[config.mk]
export PLATFORM = sky130hd
export DESIGN_NAME = euclidean_distance_engine
export DESIGN_NICKNAME = d
export VERILOG_FILES = /design/src/design/edist_pkg.sv /design/src/design/edist_front.sv /design/src/design/edist_queue.sv /design/src/design/edist_sqrt.sv /design/src/design/euclidean_distance_engine.sv
export SDC_FILE = /design/constraint.sdc
export NUM_CORES = 1
export LEC_CHECK = 0
export BUFFER_PORTS_ARGS = -buffer_cell sky130_fd_sc_hd__buf_2
export CORE_MARGIN = 2
export CORE_UTILIZATION = 50
export CTS_CLUSTER_SIZE = 25
export DETAILED_ROUTE_END_ITERATION = 10
export PLACE_DENSITY = 0.67
export SLEW_MARGIN = 20
export SYNTH_ARGS = -nofsm -noshare
export SYNTH_HDL_FRONTEND = slang
export SYNTH_HIERARCHICAL = 1
export SYNTH_SLANG_ARGS = --single-unit
[constraint.sdc]
create_clock -name clock -period 11.35 [get_ports clock]
set_input_delay 2.27 -clock clock [delete_from_list [all_inputs] [get_ports clock]]
set_output_delay 2.27 -clock clock [all_outputs]
set_load 0.01 [all_outputs]
[src/design/edist_pkg.sv]
// Shared types and constants for the euclidean distance engine.
// No dependencies; every other design file imports this package.
package edist_pkg;

   // Field widths
   localparam int FEAT_W = 8;
   localparam int IDX_W  = 13;
   localparam int SUM_W  = 24;
   localparam int SQ_W   = 2 * FEAT_W;
   localparam int DIST_W = SUM_W / 2;

   // Saturation limit: element count times the largest square, capped at 24 bits
   localparam int          MAX_ELEMENTS = 256;
   localparam longint      SQ_MAX       = 65025;
   localparam longint      ACC_MAX      = 64'hFF_FFFF;
   localparam longint      SUM_RAW      = longint'(MAX_ELEMENTS) * SQ_MAX;
   localparam logic [SUM_W-1:0] SUM_LIMIT =
      SUM_W'((SUM_RAW > ACC_MAX) ? ACC_MAX : SUM_RAW);

   // First trial bit of the digit-by-digit square root
   localparam logic [SUM_W-1:0] SQRT_BIT0 = SUM_W'(1) << (SUM_W - 2);

   // Depth of the queue between accumulator and square root
   localparam int QUEUE_DEPTH = 4;

   // One finished vector pair waiting for its root
   typedef struct packed {
      logic [SUM_W-1:0] sum;
      logic [IDX_W-1:0] row;
      logic [IDX_W-1:0] col;
   } entry_type;

endpackage

[src/design/edist_front.sv]
// Front end: squares element differences and accumulates them per vector pair.
// Depends on edist_pkg; pushes finished sums into edist_queue.
module edist_front (
   input  logic                      clock,
   input  logic                      reset,
   input  logic                      req_valid,
   output logic                      req_ready,
   input  logic [edist_pkg::FEAT_W-1:0] req_feature_a,
   input  logic [edist_pkg::FEAT_W-1:0] req_feature_b,
   input  logic [edist_pkg::IDX_W-1:0]  req_row_index,
   input  logic [edist_pkg::IDX_W-1:0]  req_col_index,
   input  logic                      req_last_element,
   output logic                      push_valid,
   output edist_pkg::entry_type      push_entry,
   input  logic                      queue_full
);
   import edist_pkg::*;

   logic              s1_valid_ff, s1_valid_in;
   logic              s1_last_ff;
   logic [SQ_W-1:0]   s1_sq_ff;
   logic [IDX_W-1:0]  s1_row_ff;
   logic [IDX_W-1:0]  s1_col_ff;
   logic [SUM_W-1:0]  acc_ff, acc_in;
   logic [FEAT_W-1:0] diff;
   logic [SUM_W:0]    sum_raw;
   logic [SUM_W-1:0]  sum_sat;
   logic              stall;
   logic              advance;

   // Hold the square stage while a finished sum cannot enter the queue
   assign stall     = s1_valid_ff & s1_last_ff & queue_full;
   assign req_ready = ~stall;
   assign advance   = s1_valid_ff & ~stall;

   // Absolute difference of the two elements
   assign diff = (req_feature_a >= req_feature_b) ? (req_feature_a - req_feature_b)
                                                   : (req_feature_b - req_feature_a);

   // Add the square into the running sum, saturating at the limit
   assign sum_raw = {1'b0, acc_ff} + {{(SUM_W + 1 - SQ_W){1'b0}}, s1_sq_ff};
   assign sum_sat = (sum_raw > {1'b0, SUM_LIMIT}) ? SUM_LIMIT : sum_raw[SUM_W-1:0];

   assign push_valid     = advance & s1_last_ff;
   assign push_entry.sum = sum_sat;
   assign push_entry.row = s1_row_ff;
   assign push_entry.col = s1_col_ff;

   always_comb begin
      s1_valid_in = s1_valid_ff;
      if (req_ready) begin
         s1_valid_in = req_valid;
      end
   end

   // Clear on the last element, keep the running sum otherwise
   always_comb begin
      acc_in = acc_ff;
      if (advance) begin
         acc_in = s1_last_ff ? '0 : sum_sat;
      end
   end

   always_ff @(posedge clock) begin
      if (reset) begin
         s1_valid_ff <= 1'b0;
         acc_ff      <= '0;
      end else begin
         s1_valid_ff <= s1_valid_in;
         acc_ff      <= acc_in;
      end
   end

   // Square stage payload
   always_ff @(posedge clock) begin
      if (req_ready && req_valid) begin
         s1_sq_ff   <= SQ_W'(diff) * SQ_W'(diff);
         s1_last_ff <= req_last_element;
         s1_row_ff  <= req_row_index;
         s1_col_ff  <= req_col_index;
      end
   end

   a_acc_limit : assert property (@(posedge clock) disable iff (reset)
      acc_ff <= SUM_LIMIT)
      else $error("accumulator above saturation limit");

   a_push_room : assert property (@(posedge clock) disable iff (reset)
      push_valid |-> !queue_full)
      else $error("push into a full queue");

   a_clear_after_last : assert property (@(posedge clock) disable iff (reset)
      push_valid |=> acc_ff == '0)
      else $error("accumulator not cleared after last element");

endmodule

[src/design/edist_queue.sv]
// Small first-in first-out queue of finished sums between front and back end.
// Depends on edist_pkg for the entry type.
module edist_queue #(
   parameter int DEPTH = edist_pkg::QUEUE_DEPTH
) (
   input  logic                 clock,
   input  logic                 reset,
   input  logic                 push_valid,
   input  edist_pkg::entry_type push_entry,
   output logic                 full,
   input  logic                 pop_ready,
   output logic                 pop_valid,
   output edist_pkg::entry_type pop_entry
);
   import edist_pkg::*;

   localparam int PTR_W = (DEPTH > 1) ? $clog2(DEPTH) : 1;
   localparam int CNT_W = $clog2(DEPTH + 1);

   entry_type          mem_ff [DEPTH];
   logic [PTR_W-1:0]   wr_ptr_ff, wr_ptr_in;
   logic [PTR_W-1:0]   rd_ptr_ff, rd_ptr_in;
   logic [CNT_W-1:0]   count_ff, count_in;
   logic               do_push;
   logic               do_pop;

   assign full      = (count_ff == CNT_W'(DEPTH));
   assign pop_valid = (count_ff != '0);
   assign pop_entry = mem_ff[rd_ptr_ff];
   assign do_push   = push_valid & ~full;
   assign do_pop    = pop_ready & pop_valid;

   // Advance pointers with wrap at the depth
   always_comb begin
      wr_ptr_in = wr_ptr_ff;
      rd_ptr_in = rd_ptr_ff;
      count_in  = count_ff;
      if (do_push) begin
         wr_ptr_in = (wr_ptr_ff == PTR_W'(DEPTH - 1)) ? '0 : wr_ptr_ff + PTR_W'(1);
      end
      if (do_pop) begin
         rd_ptr_in = (rd_ptr_ff == PTR_W'(DEPTH - 1)) ? '0 : rd_ptr_ff + PTR_W'(1);
      end
      if (do_push && !do_pop) begin
         count_in = count_ff + CNT_W'(1);
      end else if (do_pop && !do_push) begin
         count_in = count_ff - CNT_W'(1);
      end
   end

   always_ff @(posedge clock) begin
      if (reset) begin
         wr_ptr_ff <= '0;
         rd_ptr_ff <= '0;
         count_ff  <= '0;
      end else begin
         wr_ptr_ff <= wr_ptr_in;
         rd_ptr_ff <= rd_ptr_in;
         count_ff  <= count_in;
      end
   end

   always_ff @(posedge clock) begin
      if (do_push) begin
         mem_ff[wr_ptr_ff] <= push_entry;
      end
   end

   a_count_bound : assert property (@(posedge clock) disable iff (reset)
      count_ff <= CNT_W'(DEPTH))
      else $error("queue count above depth");

   a_count_grow : assert property (@(posedge clock) disable iff (reset)
      (do_push && !do_pop) |=> count_ff == $past(count_ff) + CNT_W'(1))
      else $error("queue count did not follow a push");

   a_ptr_track : assert property (@(posedge clock) disable iff (reset)
      (count_ff == '0) |-> (wr_ptr_ff == rd_ptr_ff))
      else $error("empty queue with pointers apart");

endmodule

[src/design/edist_sqrt.sv]
// Back end: floor square root, one digit per cycle, and the result register.
// Depends on edist_pkg; pops finished sums from edist_queue.
module edist_sqrt (
   input  logic                        clock,
   input  logic                        reset,
   input  logic                        pop_valid,
   input  edist_pkg::entry_type        pop_entry,
   output logic                        pop_ready,
   output logic                        rsp_valid,
   input  logic                        rsp_ready,
   output logic [edist_pkg::DIST_W-1:0] rsp_distance,
   output logic [edist_pkg::SUM_W-1:0]  rsp_sum_squares,
   output logic [edist_pkg::IDX_W-1:0]  rsp_pair_row,
   output logic [edist_pkg::IDX_W-1:0]  rsp_pair_col
);
   import edist_pkg::*;

   typedef enum logic [2:0] {
      ST_IDLE = 3'b001,
      ST_CALC = 3'b010,
      ST_HOLD = 3'b100
   } state_type;

   state_type         state_ff, state_in;
   entry_type         job_ff;
   logic [SUM_W-1:0]  rem_ff, rem_in;
   logic [SUM_W-1:0]  root_ff, root_in;
   logic [SUM_W-1:0]  bit_ff;
   logic [SUM_W:0]    trial;
   logic              take;
   logic              out_free;
   logic              out_load;
   logic [SUM_W-1:0]  out_root;
   logic              rsp_valid_ff, rsp_valid_in;
   logic [DIST_W-1:0] dist_ff;
   logic [SUM_W-1:0]  sum_ff;
   logic [IDX_W-1:0]  row_ff;
   logic [IDX_W-1:0]  col_ff;

   assign pop_ready = (state_ff == ST_IDLE);
   assign take      = pop_ready & pop_valid;
   assign out_free  = ~rsp_valid_ff | rsp_ready;

   // One digit of the root: try root + bit against the remainder
   assign trial = {1'b0, root_ff} + {1'b0, bit_ff};
   always_comb begin
      if ({1'b0, rem_ff} >= trial) begin
         rem_in  = rem_ff - trial[SUM_W-1:0];
         root_in = (root_ff >> 1) + bit_ff;
      end else begin
         rem_in  = rem_ff;
         root_in = root_ff >> 1;
      end
   end

   // Fetch, iterate to the unit bit, then load the result register once it is free
   always_comb begin
      state_in = state_ff;
      out_load = 1'b0;
      out_root = root_in;
      case (state_ff)
         ST_IDLE: begin
            if (pop_valid) begin
               state_in = ST_CALC;
            end
         end
         ST_CALC: begin
            if (bit_ff[0]) begin
               if (out_free) begin
                  out_load = 1'b1;
                  state_in = ST_IDLE;
               end else begin
                  state_in = ST_HOLD;
               end
            end
         end
         ST_HOLD: begin
            out_root = root_ff;
            if (out_free) begin
               out_load = 1'b1;
               state_in = ST_IDLE;
            end
         end
         default: begin
            state_in = ST_IDLE;
         end
      endcase
   end

   always_comb begin
      rsp_valid_in = rsp_valid_ff;
      if (out_load) begin
         rsp_valid_in = 1'b1;
      end else if (rsp_ready) begin
         rsp_valid_in = 1'b0;
      end
   end

   always_ff @(posedge clock) begin
      if (reset) begin
         state_ff     <= ST_IDLE;
         rsp_valid_ff <= 1'b0;
      end else begin
         state_ff     <= state_in;
         rsp_valid_ff <= rsp_valid_in;
      end
   end

   // Iteration registers
   always_ff @(posedge clock) begin
      if (take) begin
         job_ff  <= pop_entry;
         rem_ff  <= pop_entry.sum;
         root_ff <= '0;
         bit_ff  <= SQRT_BIT0;
      end else if (state_ff == ST_CALC) begin
         rem_ff  <= rem_in;
         root_ff <= root_in;
         bit_ff  <= bit_ff >> 2;
      end
   end

   // Result register
   always_ff @(posedge clock) begin
      if (out_load) begin
         dist_ff <= out_root[DIST_W-1:0];
         sum_ff  <= job_ff.sum;
         row_ff  <= job_ff.row;
         col_ff  <= job_ff.col;
      end
   end

   assign rsp_valid       = rsp_valid_ff;
   assign rsp_distance    = dist_ff;
   assign rsp_sum_squares = sum_ff;
   assign rsp_pair_row    = row_ff;
   assign rsp_pair_col    = col_ff;

   a_root_low : assert property (@(posedge clock) disable iff (reset)
      rsp_valid_ff |-> ({{DIST_W{1'b0}}, dist_ff} * {{DIST_W{1'b0}}, dist_ff}) <= sum_ff)
      else $error("root too large");

   a_root_high : assert property (@(posedge clock) disable iff (reset)
      rsp_valid_ff |->
         (({{(DIST_W + 1){1'b0}}, dist_ff} + (SUM_W + 1)'(1)) *
          ({{(DIST_W + 1){1'b0}}, dist_ff} + (SUM_W + 1)'(1))) > {1'b0, sum_ff})
      else $error("root too small");

   a_hold_waits : assert property (@(posedge clock) disable iff (reset)
      (state_ff == ST_HOLD) |-> rsp_valid_ff)
      else $error("result held back with an empty output register");

endmodule

[src/design/euclidean_distance_engine.sv]
// Euclidean distance engine: sum of squared differences and its floor root.
// A finished sum passes the square stage and the queue, then the square root
// unit fetches it, runs its 12 one-digit steps and loads the result register.
// One element per cycle unless stalled; the root unit takes a new sum only when
// idle, so short pairs fill the QUEUE_DEPTH-sum queue and then stall the input.
// Synchronous reset clears the accumulator, the queue and the result valid flag.
module euclidean_distance_engine #(
   parameter int QUEUE_DEPTH = edist_pkg::QUEUE_DEPTH
) (
   input  logic                          clock,
   input  logic                          reset,
   input  logic                          req_valid,
   output logic                          req_ready,
   input  logic [edist_pkg::FEAT_W-1:0]  req_feature_a,
   input  logic [edist_pkg::FEAT_W-1:0]  req_feature_b,
   input  logic [edist_pkg::IDX_W-1:0]   req_row_index,
   input  logic [edist_pkg::IDX_W-1:0]   req_col_index,
   input  logic                          req_last_element,
   output logic                          rsp_valid,
   input  logic                          rsp_ready,
   output logic [edist_pkg::DIST_W-1:0]  rsp_distance,
   output logic [edist_pkg::SUM_W-1:0]   rsp_sum_squares,
   output logic [edist_pkg::IDX_W-1:0]   rsp_pair_row,
   output logic [edist_pkg::IDX_W-1:0]   rsp_pair_col
);
   import edist_pkg::*;

   logic      push_valid;
   entry_type push_entry;
   logic      queue_full;
   logic      pop_ready;
   logic      pop_valid;
   entry_type pop_entry;

   // Accumulate element squares
   edist_front u_front (
      .clock            (clock),
      .reset            (reset),
      .req_valid        (req_valid),
      .req_ready        (req_ready),
      .req_feature_a    (req_feature_a),
      .req_feature_b    (req_feature_b),
      .req_row_index    (req_row_index),
      .req_col_index    (req_col_index),
      .req_last_element (req_last_element),
      .push_valid       (push_valid),
      .push_entry       (push_entry),
      .queue_full       (queue_full)
   );

   // Decouple accumulation from the root
   edist_queue #(
      .DEPTH (QUEUE_DEPTH)
   ) u_queue (
      .clock      (clock),
      .reset      (reset),
      .push_valid (push_valid),
      .push_entry (push_entry),
      .full       (queue_full),
      .pop_ready  (pop_ready),
      .pop_valid  (pop_valid),
      .pop_entry  (pop_entry)
   );

   // Take the root and present the result
   edist_sqrt u_sqrt (
      .clock           (clock),
      .reset           (reset),
      .pop_valid       (pop_valid),
      .pop_entry       (pop_entry),
      .pop_ready       (pop_ready),
      .rsp_valid       (rsp_valid),
      .rsp_ready       (rsp_ready),
      .rsp_distance    (rsp_distance),
      .rsp_sum_squares (rsp_sum_squares),
      .rsp_pair_row    (rsp_pair_row),
      .rsp_pair_col    (rsp_pair_col)
   );

endmodule

==> metrics.md, run 1 <==
| Metric | Value |
|---|---|
| Via count | `approximately 14000` |
| Area Overhead vs Synth | `11.6%` |
| Ys Warns | `6` |
| CP Data Arrival Time | `roughly 8.9 ns` |
| Req. time, crit path | `11.66 ns` |
| Hold_buf cts | `0` |
| WL/cell | `18.1 um` |
| Antenna diodes | `0` |
| Final WS setup | `roughly 2.7 ns` |
| Switching share of power | `a little under two fifths` |
| Synth top area share | `50.9%` |
| Cell Area, Synth | `22300 um^2` |
| Routed vias/inst | `5.58` |
| Setup bufs post-CTS | `0` |
| Total global-route track usage | `19.4%` |
| Crit share post-route | `between 70% and 80%` |
| VDD IR max | `0.000302 V` |
| Pre-CTS WS | `between 2 and 2.5 ns` |
| H-tree levels | `2` |
| Fin util | `~56%` |
| Cells after synthesis | `1722` |
| Largest net degree at the start of global routing | `slightly above 60` |
| Post-cts sizing count | `0` |
| Min-delay worst type | `reg2reg` |
| Max Clock Freq | `~120 MHz` |
| Deepest clock path buffer count | `3` |
| Reg clk slew, reported paths | `0.06 ns` |
| Die Width | `215 um` |
| Most area-consuming cells after synthesis | `edfxtp_1, ha_1, dfxtp_1, mux4_2, a21oi_1` |
| Final #Nets | `2032` |
| Pwr Total | `around 7000 uW` |
| Crit path capture type | `flip-flop` |
| Filler Cell Count | `3655` |
| EDFF count, synth | `378` |
| Yosys cell types | `92` |
| Rel. slew slack | `28.0%` |
| Max Fanout on Critical Path | `8` |
| Final Hold Viols | `0` |
| DIE HEIGHT | `215 um` |
| Power density cells | `283 nW/um^2` |
| DRC Markers | `0` |
| Footprint of the multi-input gates | `8730 um^2` |
| Gate power share | `43.6%` |
| Average size of a mapped cell | `12.9 um^2` |
| Register area share after synthesis | `57.6%` |
| Antenna-violating nets left | `0` |
| Leading cell type in the layout, fill and taps excluded | `edfxtp_1` |
| Setup_tns | `0 ns` |
| Switching power | `2630 uW` |
| Tmin final | `8.61 ns` |
| FF+latch area | `roughly 13000 um^2` |
| Initial antenna violation count | `0` |
| Unrepaired setup endpoints after global routing | `false` |
| Core footprint | `44100 um^2` |
| Max Cap Viol | `0` |
| Seq pwr share | `35.4%` |
| Final Max Tran Viols | `0` |
| Leakage power | `0.00926 uW` |
| CTS Buf Count | `45` |
| Rows | `between 70 and 80` |
| Clock root cell | `clkbuf_16` |
| Clock Sinks | `452` |
| Vias in the first global route | `between 10000 and 15000` |
| Ys async rst share | `0%` |
| CTS tree | `yes` |
| IO buf count | `110` |
| Cell taking the most area after synthesis | `edfxtp_1` |
| Initial DRC count | `just over 800` |
| GPL Wtd Cong | `0.888` |
| Total grt overflow | `0` |
| Setup Skew | `0.0269 ns` |
| Worst skew pair latency | `slightly below 0.6 ns` |
| #FFs+latches synth | `452` |
| Clock power frac | `about a fifth` |
| Status | `complete, no violations` |
| Internal | `4400 uW` |
| Measured slew at the worst slew-check pin | `roughly 1.1 ns` |
| Share of post-route cells with drive strength above 1 | `16.9%` |
| Final setup viols | `0` |
| Post-DP HPWL | `a little under 30000 um` |
| Post-synth top flop | `edfxtp_1` |
| WHS | `0.412 ns` |
| Setup CP Type | `in2reg` |
| Type of origin of the critical path | `primary input` |
| Synthesized net count | `1917` |
| First-pass GRT wire length | `72200 um` |
| IO Count | `111` |
| Full die area | `46300 um^2` |
| Final wirelength | `44600 um` |
| Initial Utilization | `approximately 50%` |
| Drt pass-1 iters | `5` |
| Most frequent cells in the layout | `edfxtp_1, nand2_1, a21oi_1` |
-- metrics by stage --
stage,instances,area (um^2)
floorplan,1722,22300
global placement,2382,23400
detailed placement,2382,23400
CTS,2464,24900
global route,2464,24900
finish,2464,24900
-- kinds of logic after synthesis --
| group | synth area share, % |
|---|---|
| fa+ha+maj | 9.29 |
| mux | 5.97 |
| flops | 57.6 |
| simple gates | 8.39 |
| compound gates | 11.8 |
| xor+xnor | 3.64 |
| buf+inv | 3.30 |
-- final timing paths --
| path | startpoint | endpoint | slack, ns | cells past startpoint |
|---|---|---|---|---|
| min | u_sqrt/job_ff[9]$_DFFE_PP_ | u_sqrt/rsp_pair_col[9]$_DFFE_PP_ | 0.41 | 0 |
| max | req_feature_a[0] | u_front/s1_sq_ff[15]$_DFFE_PP_ | 2.74 | 28 |
| min reg2reg | u_sqrt/job_ff[9]$_DFFE_PP_ | u_sqrt/rsp_pair_col[9]$_DFFE_PP_ | 0.41 | 0 |
| max reg2reg | u_sqrt/bit_ff[0]$_SDFFE_PP0P_ | u_sqrt/rem_ff[6]$_DFFE_PP_ | 5.94 | 20 |
-- power groups by stage --
stage	clock network (uW)	logic [uW]	registers, uW
6_report	1470	3070	2490
5_1_grt	1570	3460	2520
4_1_cts	1510	3090	2490
3_5_place_dp	0	3070	2530
3_3_place_gp	0	3000	2520
2_1_floorplan	0	2490	2440
-- worst max-delay path: stages --
cell and delay, ns:
buf_2 0.10, inv_1 0.05, ha_1 0.13, inv_1 0.06
fa_1 0.39, a221o_1 0.35, o211a_1 0.28, a2111oi_0 0.51
or2_2 0.24, xnor2_1 0.19, or2_2 0.40, fa_1 0.39
inv_1 0.08, fa_1 0.42, ha_1 0.30, inv_1 0.05
fa_1 0.53, inv_1 0.04, ha_1 0.33, a21o_1 0.19
a21oi_1 0.22, o21bai_1 0.09, a21oi_1 0.21, o21bai_1 0.11
a211o_1 0.29, a21o_1 0.18, a21oi_1 0.17, xnor3_1 0.33
-- synthesized netlist by cell type, types with 17 or more instances --
cell,count
edfxtp_1,378
nand2_1,140
a21oi_1,132
ha_1,119
inv_1,112
nor2_1,109
dfxtp_1,74
o21ai_0,64
mux4_2,50
xnor2_1,48
xor2_1,42
nand3_1,30
clkbuf_1,29
fa_1,29
nor3_1,24
o21ai_1,21
o21bai_1,19
a31oi_1,18
mux2i_1,17
-- registers in the layout (all words and copies together), names as in the netlist, 3 cells and up, named ones only --
signal / cells
u_front/acc_ff: 24
u_front/s1_col_ff: 13
u_front/s1_row_ff: 13
u_front/s1_sq_ff: 15
u_queue/count_ff: 3
u_queue/mem_ff: 200
u_sqrt/bit_ff: 12
u_sqrt/job_ff: 50
u_sqrt/rem_ff: 24
u_sqrt/root_ff: 24
u_sqrt/rsp_distance: 12
u_sqrt/rsp_pair_col: 13
u_sqrt/rsp_pair_row: 13
u_sqrt/rsp_sum_squares: 24
u_sqrt/state_ff: 3
-- routing by layer --
layer	track usage [%]	routed length, um
met1	26.2	19900
met2	32.6	21600
met3	2.73	1890
met4	6.53	1260
met5	0	0
-- final cells by class --
class,instances,share of cell area (%)
clock inverter,22,0.941
timing repair buffer,124,2.64
clock buffer,60,4.99
multi-input combinational,1100,35.1
sequential,452,51.6
tap,592,2.98
inverter,114,1.75
No activity file was read; power rests on OpenSTA's default activity.
==> run 2, diff against run 1 <==
Settings changed: PLACE_DENSITY 0.67 to 0.7.
Clock period 11.35 ns to 7.3 ns, I/O delays scaled along.
==> metrics.md, run 2 (synthesized netlist as in run 1, its figures left out) <==
| Metric | Value |
|---|---|
| DIE HEIGHT | `about 220 um` |
| First-pass GRT wire length | `71300 um` |
| Leakage power | `0.00958 uW` |
| Post-DP HPWL | `29600 um` |
| Req. time, crit path | `7.60 ns` |
| Largest net degree at the start of global routing | `73` |
| IO buf count | `110` |
| Crit share post-route | `97.1%` |
| Flop2flop setup slack | `1.91 ns` |
| WL/cell | `17.4 um` |
| Max reg flops | `200` |
| Antenna diodes | `0` |
| Via count | `about 14000` |
| Setup_tns | `0 ns` |
| VDD IR max | `0.000329 V` |
| WHS Endpoint | `u_sqrt/rsp_sum_squares[1]$_DFFE_PP_` |
| Total grt overflow | `0` |
| GPL Wtd Cong | `between 0.8 and 0.9` |
| Setup Skew | `0.0159 ns` |
| Tmin final | `7.09 ns` |
| Type of origin of the critical path | `primary input` |
| Area Overhead vs Synth | `14.8%` |
| Clock Sinks | `452` |
| Max Fanout on Critical Path | `4` |
| Worst skew pair latency | `0.56 ns` |
| Hold_buf cts | `0` |
| IO Count | `111` |
| Final #Nets | `2102` |
| Drt pass-1 iters | `5` |
| Pre-CTS WS | `-0.381 ns` |
| CP Data Arrival Time | `7.38 ns` |
| Leading cell type in the layout, fill and taps excluded | `edfxtp_1` |
| Rows | `77` |
| CTS Buf Count | `44` |
| Post-route cell area | `25600 um^2` |
| Final Hold Viols | `0` |
| Power density cells | `448 nW/um^2` |
| Final setup viols | `0` |
| Fin util | `58.0%` |
| Register with the most flip-flops | `u_queue/mem_ff` |
| Min-delay worst type | `reg2reg` |
| Rel. slew slack | `31.8%` |
| Final Max Tran Viols | `0` |
| Share of post-route cells with drive strength above 1 | `21.1%` |
| Max Cap Viol | `0` |
| Die Width | `around 220 um` |
| Crit path capture type | `flip-flop` |
| Clock root cell | `clkbuf_16` |
| Final WS setup | `0.215 ns` |
| WHS | `0.417 ns` |
| Status | `complete, no violations` |
| Initial Utilization | `50.5%` |
| Vias in the first global route | `13900` |
| Core footprint | `about 44000 um^2` |
| CTS tree | `yes` |
| Total global-route track usage | `19.0%` |
| Measured slew at the worst slew-check pin | `1.02 ns` |
| Full die area | `around 46000 um^2` |
| Antenna-violating nets left | `0` |
| Worst R2R End | `u_sqrt/rem_ff[15]$_DFFE_PP_` |
| Deepest clock path buffer count | `3` |
| H-tree levels | `2` |
| R2R depth | `20` |
| Initial DRC count | `834` |
| Worst Hold Depth | `0` |
| Initial antenna violation count | `2` |
| Final wirelength | `44100 um` |
| Largest registers | `u_queue/mem_ff (200), u_sqrt/job_ff (50)` |
| DRC Markers | `0` |
| Most frequent cells in the layout | `edfxtp_1, nand2_1, a21oi_1` |
| Reg clk slew, reported paths | `around 0.060 ns` |
| Max Clock Freq | `~140 MHz` |
| Routed vias/inst | `5.54` |
| R2R Path Start | `u_sqrt/bit_ff[0]$_SDFFE_PP0P_` |
| HP Start | `u_sqrt/job_ff[27]$_DFFE_PP_` |
| Setup CP Type | `in2reg` |
| Placed Area | `between 20000 and 25000 um^2` |
-- run 2: worst max-delay path, cell delays in order --
cell and delay (ns):
clkbuf_4 0.16, inv_12 0.05, ha_4 0.11, inv_2 0.04
fa_2 0.38, a221o_1 0.37, o211ai_1 0.27, a221oi_2 0.12
o311a_1 0.32, o211ai_1 0.26, o2bb2ai_2 0.19, buf_4 0.15
nor2_2 0.04, buf_4 0.12, fa_1 0.42, fa_1 0.53
fa_1 0.56, inv_1 0.06, fa_1 0.52, inv_1 0.06
ha_4 0.24, inv_1 0.05, o21bai_1 0.09, a211o_1 0.28
a21o_1 0.17, a21oi_2 0.13, xnor3_1 0.22
-- run 2: how the worst max path moves through the flow --
stage	slack (ns)	cells past startpoint	from	end
floorplan	0.0002	25	req_feature_a[0]	u_front/s1_sq_ff[15]$_DFFE_PP_
global placement	-0.28	29	req_feature_a[0]	u_front/s1_sq_ff[15]$_DFFE_PP_
detailed placement	-0.38	26	req_feature_a[0]	u_front/s1_sq_ff[15]$_DFFE_PP_
CTS	0.21	26	req_feature_a[0]	u_front/s1_sq_ff[15]$_DFFE_PP_
global route	-0.08	29	req_feature_a[0]	u_front/s1_sq_ff[15]$_DFFE_PP_
finish	0.21	27	req_feature_a[0]	u_front/s1_sq_ff[15]$_DFFE_PP_
-- run 2: stage by stage --
step                      std cells  total power [uW]
after floorplan                1722              7840
after global placement         2448              9040
after detailed placement       2448              9210
after CTS                      2526             11500
after global routing           2531             12300
final                          2531             11500
-- run 2: routing by layer --
layer  vias up  routed length, um  share of wire [%]  GRT usage (%)
met3        75               2140                4.9           2.96
met5         -                 14              0.032              0
li1       6772                  -                  -              -
met2       349              21600                 49           32.7
met1      6825              19400                 44           25.1
met4         4                932                2.1           5.03
-- run 2: what timing repair did --
action                     4_1_cts  5_1_grt
setup endpoints to repair        0        1
resized for setup                0        7
buffers inserted                 0        5
-- run 2: power by group --
part           internal, uW  total [uW]  switching, uW
Clock                  1280        2210            929
Sequential             3610        3870            256
Combinational          2380        5380           3000
-- run 2: cell type report --
class | instances | area, um^2
Clock buffer | 58 | 1170
Clock inverter | 20 | 235
Fill cell | 3505 | 18500
Inverter | 114 | 447
Multi-Input combinational cell | 1100 | 8950
Sequential cell | 452 | 12800
Tap cell | 592 | 741
Timing Repair Buffer | 195 | 1190
==> run 3, diff against run 2 <==
Settings changed: PLACE_DENSITY 0.7 to 0.67.
Clock period 7.3 ns to 8.93 ns, I/O delays scaled along.
==> metrics.md, run 3 (synthesized netlist as in run 1, its figures left out) <==
| Metric | Value |
|---|---|
| Share of post-route cells with drive strength above 1 | `about 17%` |
| Initial DRC count | `between 1000 and 1500` |
| FF+latch area | `12800 um^2` |
| Core footprint | `around 44000 um^2` |
| Vias in the first global route | `13800` |
| First-pass GRT wire length | `71600 um` |
| CTS tree | `yes` |
| Unrepaired setup endpoints after global routing | `false` |
| Initial Utilization | `50.5%` |
| Crit-path slowest cell | `fa_1` |
| Die Width | `215 um` |
| DRC Markers | `0` |
| Routed vias/inst | `5.61` |
| Max reg flops | `200` |
| Initial antenna violation count | `1` |
| Post-cts sizing count | `0` |
| Setup_tns | `0 ns` |
| Rows | `77` |
| Most frequent cells in the layout | `edfxtp_1, nand2_1, a21oi_1` |
| Max Fanout on Critical Path | `8` |
| Deepest clock path buffer count | `3` |
| DIE HEIGHT | `215 um` |
| Clock root cell | `clkbuf_16` |
| GPL Wtd Cong | `roughly 0.85` |
| IO Count | `around 110` |
| Final wirelength | `44300 um` |
| Filler Cell Count | `3620` |
| IO buf count | `110` |
| Via count | `13900` |
| Req. time, crit path | `9.22 ns` |
| Min-delay worst type | `reg2reg` |
| Reg clk slew, reported paths | `approximately 0.06 ns` |
| Cell family with most CP delay | `adder cells` |
| Most used cell, CP | `inv_1` |
| Crit share post-route | `90.7%` |
| Buf+Inv Stages, Crit Path | `6` |
| H-tree levels | `2` |
| Type of origin of the critical path | `primary input` |
| Antenna-violating nets left | `0` |
| Clock Sinks | `452` |
| Tmin final | `8.10 ns` |
| Footprint of the multi-input gates | `8730 um^2` |
| Final setup viols | `0` |
| Setup bufs post-CTS | `0` |
| Crit path capture type | `flip-flop` |
| Worst skew pair latency | `0.56 ns` |
| CTS Buf Count | `45` |
| Rel. slew slack | `29.4%` |
| Status | `complete, no violations` |
| Worst Hold Depth | `0` |
| Final Hold Viols | `0` |
| Total grt overflow | `0` |
| Measured slew at the worst slew-check pin | `between 1 and 1.5 ns` |
| Leakage power | `0.00931 uW` |
| Setup Skew | `0.0254 ns` |
| Area Overhead vs Synth | `12.2%` |
| Max Cap Viol | `0` |
| Final Max Tran Viols | `0` |
| Max Clock Freq | `~120 MHz` |
| Leading cell type in the layout, fill and taps excluded | `edfxtp_1` |
| Hold_buf cts | `0` |
| R2R depth | `20` |
| Critical path depth | `28` |
| Largest net degree at the start of global routing | `61` |
| Pwr Total | `8960 uW` |
| Total global-route track usage | `roughly a fifth` |
| Setup CP Type | `in2reg` |
| Post-DP HPWL | `29800 um` |
| Largest registers | `u_queue/mem_ff (200), u_sqrt/job_ff (50)` |
| Final #Nets | `2040` |
| Full die area | `roughly 46000 um^2` |
| Power density cells | `about 360 nW/um^2` |
| Max incr delay on CP | `roughly 0.52 ns` |
| Register with the most flip-flops | `u_queue/mem_ff` |
| VDD IR max | `0.000253 V` |
| Drt pass-1 iters | `5` |
| CP Data Arrival Time | `about 8.4 ns` |
| WL/cell | `17.9 um` |
## run 3: final timing paths
path / slack, ns / end / startpoint
setup / recovery: 0.83 / u_front/s1_sq_ff[15]$_DFFE_PP_ / req_feature_a[0]
hold / removal: 0.42 / u_sqrt/rsp_sum_squares[10]$_DFFE_PP_ / u_sqrt/job_ff[36]$_DFFE_PP_
setup reg to reg: 3.64 / u_sqrt/rem_ff[15]$_DFFE_PP_ / u_sqrt/bit_ff[0]$_SDFFE_PP0P_
hold reg to reg: 0.42 / u_sqrt/rsp_sum_squares[10]$_DFFE_PP_ / u_sqrt/job_ff[36]$_DFFE_PP_
## run 3: layer usage
| metal | part of all wire (%) | up-vias | GRT usage, % |
|---|---|---|---|
| met3 | 3.9 | 64 | 2.52 |
| met4 | 1.9 | 2 | 5.13 |
| met5 | 0.016 | - | 0 |
| met2 | 49 | 303 | 32.6 |
| met1 | 45 | 6838 | 26.0 |
| li1 | - | 6665 | - |
## run 3: cell type report
class	instances	area share (%)
Timing Repair Buffer	132	2.91
Clock buffer	61	5.07
Clock inverter	20	1.02
Sequential cell	452	51.4
Antenna cell	1	0.0100
Multi-Input combinational cell	1100	34.9
Tap cell	592	2.96
Inverter	114	1.74
## run 3: per-stage QoR
step                utilization [%]  hold WS, ns  setup WS, ns  instances  cell area [um^2]
finish                         56.7        0.418         0.832       2472             25000
global route                   56.6        0.422         0.446       2471             25000
CTS                            56.6        0.419         0.842       2470             25000
detailed placement             53.1        0.405         0.255       2389             23500
global placement               53.1        0.401         0.321       2389             23500
floorplan                         -        0.400         0.824       1722             22300
## run 3: power breakdown
group	internal [uW]	switching, uW
Combinational	1580	2320
Clock	1120	780
Sequential	2950	207
